`src/hdl/gbci_pkg.sv`:
```
// Shared types and constants for the gyro bias calibration and rate integration block.
// Register indexes, reset values, configuration struct and controller/datapath handshake structs.
// No dependencies.
`timescale 1ns / 1ps
`default_nettype none

package gbci_pkg;

   // Fixed register widths
   localparam int GAIN_W     = 24;
   localparam int STEP_W     = 24;
   localparam int CNT_W      = 13;
   localparam int CSR_IDX_W  = 2;
   localparam int CSR_DATA_W = 24;

   // Axis lanes
   localparam int NUM_AXES = 3;
   localparam int AXIS_W   = 2;
   localparam logic [AXIS_W-1:0] AXIS_FIRST = 2'd0;
   localparam logic [AXIS_W-1:0] AXIS_LAST  = 2'd2;

   // Register indexes
   localparam logic [CSR_IDX_W-1:0] CSR_RATE_GAIN   = 2'd0;
   localparam logic [CSR_IDX_W-1:0] CSR_TIME_STEP   = 2'd1;
   localparam logic [CSR_IDX_W-1:0] CSR_CAL_SAMPLES = 2'd2;

   // Register reset values and count limits
   localparam logic [GAIN_W-1:0] RATE_GAIN_RESET   = 24'd146801;
   localparam logic [STEP_W-1:0] TIME_STEP_RESET   = 24'd83886;
   localparam logic [CNT_W-1:0]  CAL_SAMPLES_RESET = 13'd2000;
   localparam logic [CNT_W-1:0]  CAL_MIN           = 13'd1;
   localparam logic [CNT_W-1:0]  CAL_LIMIT         = 13'd4096;

   typedef struct packed {
      logic [GAIN_W-1:0] rate_gain;
      logic [STEP_W-1:0] time_step;
      logic [CNT_W-1:0]  cal_count;   // already clamped to 1..4096
   } cfg_type;

   typedef struct packed {
      logic load_sample;   // capture the accepted request
      logic cal_add;       // add sample into bias sums
      logic div_start;     // start the bias divider
      logic mul1;          // rate * gain stage
      logic mul2;          // scaled rate * time step stage
      logic acc_load;      // update angles and load result register
      logic cal_load;      // load a calibration result (zero angles)
   } dp_cmd_type;

   typedef struct packed {
      logic cal_reached;   // the sample being added completes the count
      logic div_busy;
   } dp_status_type;

endpackage

`default_nettype wire

```
`src/hdl/gbci_ctrl.sv`:
```
// Controller FSM: sequences calibration sums, bias division, the two multiply stages and the accumulate.
// Depends on gbci_pkg for the command and status structs.
`timescale 1ns / 1ps
`default_nettype none

module gbci_ctrl import gbci_pkg::*; (
   input  wire logic          clock,
   input  wire logic          reset,
   input  wire logic          req_valid,
   output logic               req_ready,
   output logic               rsp_valid,
   input  wire logic          rsp_ready,
   input  wire dp_status_type status,
   output dp_cmd_type         cmd
);

   typedef enum logic [2:0] {
      ST_IDLE,
      ST_CAL_ADD,
      ST_DIV_START,
      ST_DIV,
      ST_CAL_OUT,
      ST_MUL1,
      ST_MUL2,
      ST_ACC
   } state_type;

   state_type state_ff;
   logic      cal_done_ff;
   logic      rsp_valid_ff;
   logic      out_free;

   assign out_free  = !rsp_valid_ff || rsp_ready;
   assign req_ready = (state_ff == ST_IDLE);
   assign rsp_valid = rsp_valid_ff;

   // command decode
   always_comb begin
      cmd = '0;
      case (state_ff)
         ST_IDLE:      cmd.load_sample = req_valid;
         ST_CAL_ADD:   cmd.cal_add     = 1'b1;
         ST_DIV_START: cmd.div_start   = 1'b1;
         ST_CAL_OUT:   cmd.cal_load    = out_free;
         ST_MUL1:      cmd.mul1        = 1'b1;
         ST_MUL2:      cmd.mul2        = 1'b1;
         ST_ACC:       cmd.acc_load    = out_free;
         default: ;
      endcase
   end

   // state, calibration flag, response valid
   always_ff @(posedge clock) begin
      if (reset) begin
         state_ff     <= ST_IDLE;
         cal_done_ff  <= 1'b0;
         rsp_valid_ff <= 1'b0;
      end else begin
         if (cmd.cal_load || cmd.acc_load) begin
            rsp_valid_ff <= 1'b1;
         end else if (rsp_ready) begin
            rsp_valid_ff <= 1'b0;
         end

         case (state_ff)
            ST_IDLE: begin
               if (req_valid) begin
                  state_ff <= cal_done_ff ? ST_MUL1 : ST_CAL_ADD;
               end
            end
            ST_CAL_ADD: begin
               if (status.cal_reached) begin
                  cal_done_ff <= 1'b1;
                  state_ff    <= ST_DIV_START;
               end else begin
                  state_ff <= ST_CAL_OUT;
               end
            end
            ST_DIV_START: state_ff <= ST_DIV;
            ST_DIV: begin
               if (!status.div_busy) begin
                  state_ff <= ST_CAL_OUT;
               end
            end
            ST_CAL_OUT: begin
               if (out_free) begin
                  state_ff <= ST_IDLE;
               end
            end
            ST_MUL1: state_ff <= ST_MUL2;
            ST_MUL2: state_ff <= ST_ACC;
            ST_ACC: begin
               if (out_free) begin
                  state_ff <= ST_IDLE;
               end
            end
            default: state_ff <= ST_IDLE;
         endcase
      end
   end

endmodule

`default_nettype wire

```
`config.mk`:
```
export PLATFORM = sky130hd
export DESIGN_NAME = gbci_ctrl
export DESIGN_NICKNAME = d
export VERILOG_FILES = /design/src/hdl/gbci_pkg.sv /design/src/hdl/gbci_ctrl.sv
export SDC_FILE = /design/constraint.sdc
export NUM_CORES = 1
export LEC_CHECK = 0
export ABC_CLOCK_PERIOD_IN_PS = 3210
export BUFFER_PORTS_ARGS = -buffer_cell sky130_fd_sc_hd__buf_2
export CAP_MARGIN = 20
export CORE_AREA = 2 2 39 41
export CTS_CLUSTER_DIAMETER = 100
export DETAILED_ROUTE_END_ITERATION = 8
export DIE_AREA = 0 0 41 43
export PLACE_DENSITY = 0.59
export SETUP_SLACK_MARGIN = 0.15
export SYNTH_ARGS = -nofsm -noshare
export SYNTH_HDL_FRONTEND = slang
export SYNTH_SLANG_ARGS = --single-unit
```
`constraint.sdc`:
```
create_clock -name clock -period 3.21 [get_ports clock]
set_input_delay 0.642 -clock clock [delete_from_list [all_inputs] [get_ports clock]]
set_output_delay 0.642 -clock clock [all_outputs]
set_load 0.03 [all_outputs]
```
Yosys cells after proc, flatten, opt, wreduce, memory -nomap -nowiden --
Cells that the tools add are included.
Storage, ports and cells: register bits 5, bits of input ports 6, output and inout bits 9, word-level logic and storage cells 36
Operators by class: equal/unequal tests 10, muxes and demuxes 15, reduce and logical (&&, ||, !) cells 8
Operators by type and width (count):
- one-hot mux 3 bit (7 select lines) | 1
- 2-to-1 mux 3 bit | 5
- equality test 3 bit (second input constant) | 4
- 2-to-1 mux 1 bit | 9
- equality test 3 x 2 -> 1 bit (second input constant) | 2
- != test 2 bit (second input constant) | 2
- equality test 3 x 1 -> 1 bit (second input constant) | 1
- logical NOT 3 bit | 1
- AND reduction 3 bit | 1
- logical OR 1 bit | 2
- != test 2 x 1 -> 1 bit (second input constant) | 1
- AND reduction 2 bit | 1
- nonzero test 2 bit | 1
- OR reduction 2 bit | 1
- logical NOT 1 bit | 1

Longest topological paths before layout --
word-level depth 5, gate-level depth with buffers 5, mapped depth without buffers 4

Worst setup path before layout --
Ideal clock, no wire load.
path type input -> output, start point input port rsp_ready, end point output port cmd[0] in the netlist's numbering, data arrival time 1.516 ns, required time 2.568 ns, path slack 1.052 ns, stages 3, path buffers 0, path through nor2b_1 > nand2b_1 > nor3_1
RTL lines:
- from (decl) | RTL line gbci_ctrl.sv:12 | input wire logic rsp_ready,
- to (decl) | RTL line gbci_ctrl.sv:14 | output dp_cmd_type cmd

==> metrics <==
total stage count of the critical path=3; maximum VDD drop=350 uV; mean instance size in the synthesized netlist=7.48 um^2; kind of path behind the tightest hold check=reg -> reg; Maximum Capacitance Violations=0; total overflow reported by the global router=0; most area-consuming cells after synthesis=dfxtp_1 30%, a21oi_1 10%, nor2_1 6.7%; slowest CP cell=dfxtp_1; post-route setup TNS=0 ps; gate count of the mapped netlist=45; Power, Total=0.000536 W; area enclosed by the die boundary=0.00176 mm^2; Worst Clk Skew=3.15 ps; GRT Util Overall=0.107; Post-Synthesis Cell Area=337 um^2; maximum number of pins on one net before global-route repair=12; Reg-to-Reg Start=state_ff[0]; cell-by-cell trace of the critical path=nor2b_2 -> and2_1 -> buf_2; Inserted Diodes=0; post-synthesis cell type with the largest combined area=dfxtp_1; number of buffers inserted to repair setup after CTS=0; number of cells upsized or downsized after cts=0; number of enable flip-flop cells after synthesis=0; Cell variety after synth=23; antenna violations before repair=0; total nets after synthesis=51; first-pass GRT wire length=1280 um; data required time of the critical path=2570 ps; via count of the first global-routing pass=324; final number of hold-violating endpoints=0; maximum root-to-sink buffer count=2; number of primary I/O pins=15; CTS clk-pin slew, worst paths=40 ps; Std-Cell Core Area=0.00138 mm^2; min Tclk post-route=2070 ps; worst setup path start=state_ff[0]; count of endpoints failing setup in the final report=0; type of element launching the critical path=flop; weighted congestion at the end of routability-driven global placement=0.803; routed len/inst=10.3 um; Slew Viols, Final=0; Crit Path Category=reg -> out; Tcrit/Tclk final=0.645; via/cell ratio=4.40; R2R Setup Slk=1890 ps; commonest cells in the synthesized netlist=7 x a21oi_1, 6 x nor2_1, 5 x dfxtp_1; number of warnings issued by yosys=0; number of storage elements in the synthesis netlist=5; slew at the pin with the worst max-slew slack=362 ps; outcome=completed; DP Wirelength=602 um; net count of the finished layout=68; DR vias=339; setup repair after global routing missed its margin=false; Critical Path Fanout Max=10; Detailed Routing Iterations Pass 1=3; Reg-to-Reg End=state_ff[2]; die width=41 um; number of DRC violations after detailed-routing iteration 0=5; number of CTS-inserted buffers=3; area share of the largest cell type after synthesis=0.297; family with the most delay on the worst path=flip-flops; sequential element share of the synthesized area=0.297; Slew HR=0.758; count of input and output buffers=14; number of cells on the worst reg-to-reg path=4; Die Y=43 um; Highest Clock Rate=0.483 GHz; total length of routed wires=796 um; effective utilization at floorplan=0.243; count of nets left with antenna violations after detail routing=0; clock tree root driver cell=clkbuf_4; CTS hold repair buffers=0; async set-or-reset flop fraction in the synthesized netlist=0; CTS tree=done; clk_lat worst skew=240 ps; share of cells above drive strength 1=0.377; static power due to leakage=0.213 nW; hold slack=470 ps; CTS H-Tree Depth=1; count leader, synth=a21oi_1; CP max stage delay=500 ps; number of core rows=14; worst path bufs/invs=1; signal arrival time at the worst endpoint=1430 ps; crit path to=cmd[3]; Power Density=1220 mW/mm^2; area added between synthesis and finish=30.9%; post-detailed-route DRC marker count=0; type of element capturing the critical path=primary output; # clock sinks=5; most common flop cell mapped by yosys=dfxtp_1
[cell usage in the layout, fill, tap and decap left out, drive strengths merged, types with 2 or more instances in the layout]
cell / Yosys / final
buf: 2 / 14
o21a: 3 / 3
nor2b: 3 / 3
a21oi: 7 / 7
nand2: 4 / 4
nor2: 6 / 6
inv: 3 / 3
dfxtp: 5 / 5
clkbuf: 0 / 4
and2: 2 / 2
nand2b: 2 / 2
nor3: 2 / 2
[layer usage]
layer / part of all wire / up-vias / track usage / routed length [um]
li1: - / 187 / - / -
met1: 0.48 / 144 / 0.146 / 381
met2: 0.47 / 8 / 0.144 / 377
met3: 0.046 / 0 / 0.0157 / 37
met4: 0 / 0 / 0.0800 / 0
met5: 0 / - / 0 / 0
[report_power, final]
group | total [W] | leakage (nW) | switching (W) | internal (W)
Clock | 0.0000716 | 0.0150 | 0.0000247 | 0.0000469
Sequential | 0.000142 | 0.0412 | 0.0000536 | 0.0000884
Combinational | 0.000322 | 0.157 | 0.000201 | 0.000122
[state kept, by name, indices dropped and copies added (netlist names)]
| signal | cells |
|---|---|
| state_ff | 3 |
| cal_done_ff | 1 |
| rsp_valid | 1 |
[worst reg2reg max path, stage by stage, from the launching register on]
cell	delay, ps
dfxtp_1	500
nor2b_2	340
nand2_1	110
a21oi_1	190
a211oi_2	70
[cell type report]
cell class	count	area (um^2)
fillers	161	943
multi-input cells	35	213
flip-flops and latches	5	100
repair buffers	14	70.1
clock buffers	4	26.3
well taps	16	20.0
inverters	3	11.3
[through the flow]
stage / area (um^2) / std cells / util / worst slack (ps)
3_5_place_dp: 414 / 73 / 0.299 / 1180
4_1_cts: 440 / 77 / 0.318 / 1130
2_1_floorplan: 337 / 45 / - / 1050
3_3_place_gp: 414 / 73 / 0.299 / 1200
6_report: 440 / 77 / 0.318 / 1140
5_1_grt: 440 / 77 / 0.318 / 1080
[cells by family after synthesis]
family | after synthesis | share of synthesized area
DFF | 5 | 0.297
and+or+nand+nor | 20 | 0.342
buffers and inverters | 5 | 0.0706
AOI/OAI and AO/OA | 15 | 0.290
[worst min path at each step]
| stage | to | cells past startpoint | slack (ps) | from |
|---|---|---|---|---|
| 5_1_grt | cal_done_ff | 2 | 550 | cal_done_ff |
| 4_1_cts | cal_done_ff | 2 | 480 | cal_done_ff |
| 3_3_place_gp | cal_done_ff | 2 | 460 | cal_done_ff |
| 2_1_floorplan | cal_done_ff | 2 | 440 | cal_done_ff |
| 3_5_place_dp | cal_done_ff | 2 | 470 | cal_done_ff |
| 6_report | cal_done_ff | 2 | 470 | cal_done_ff |
Note: power is estimated with default switching activity, not from simulation.
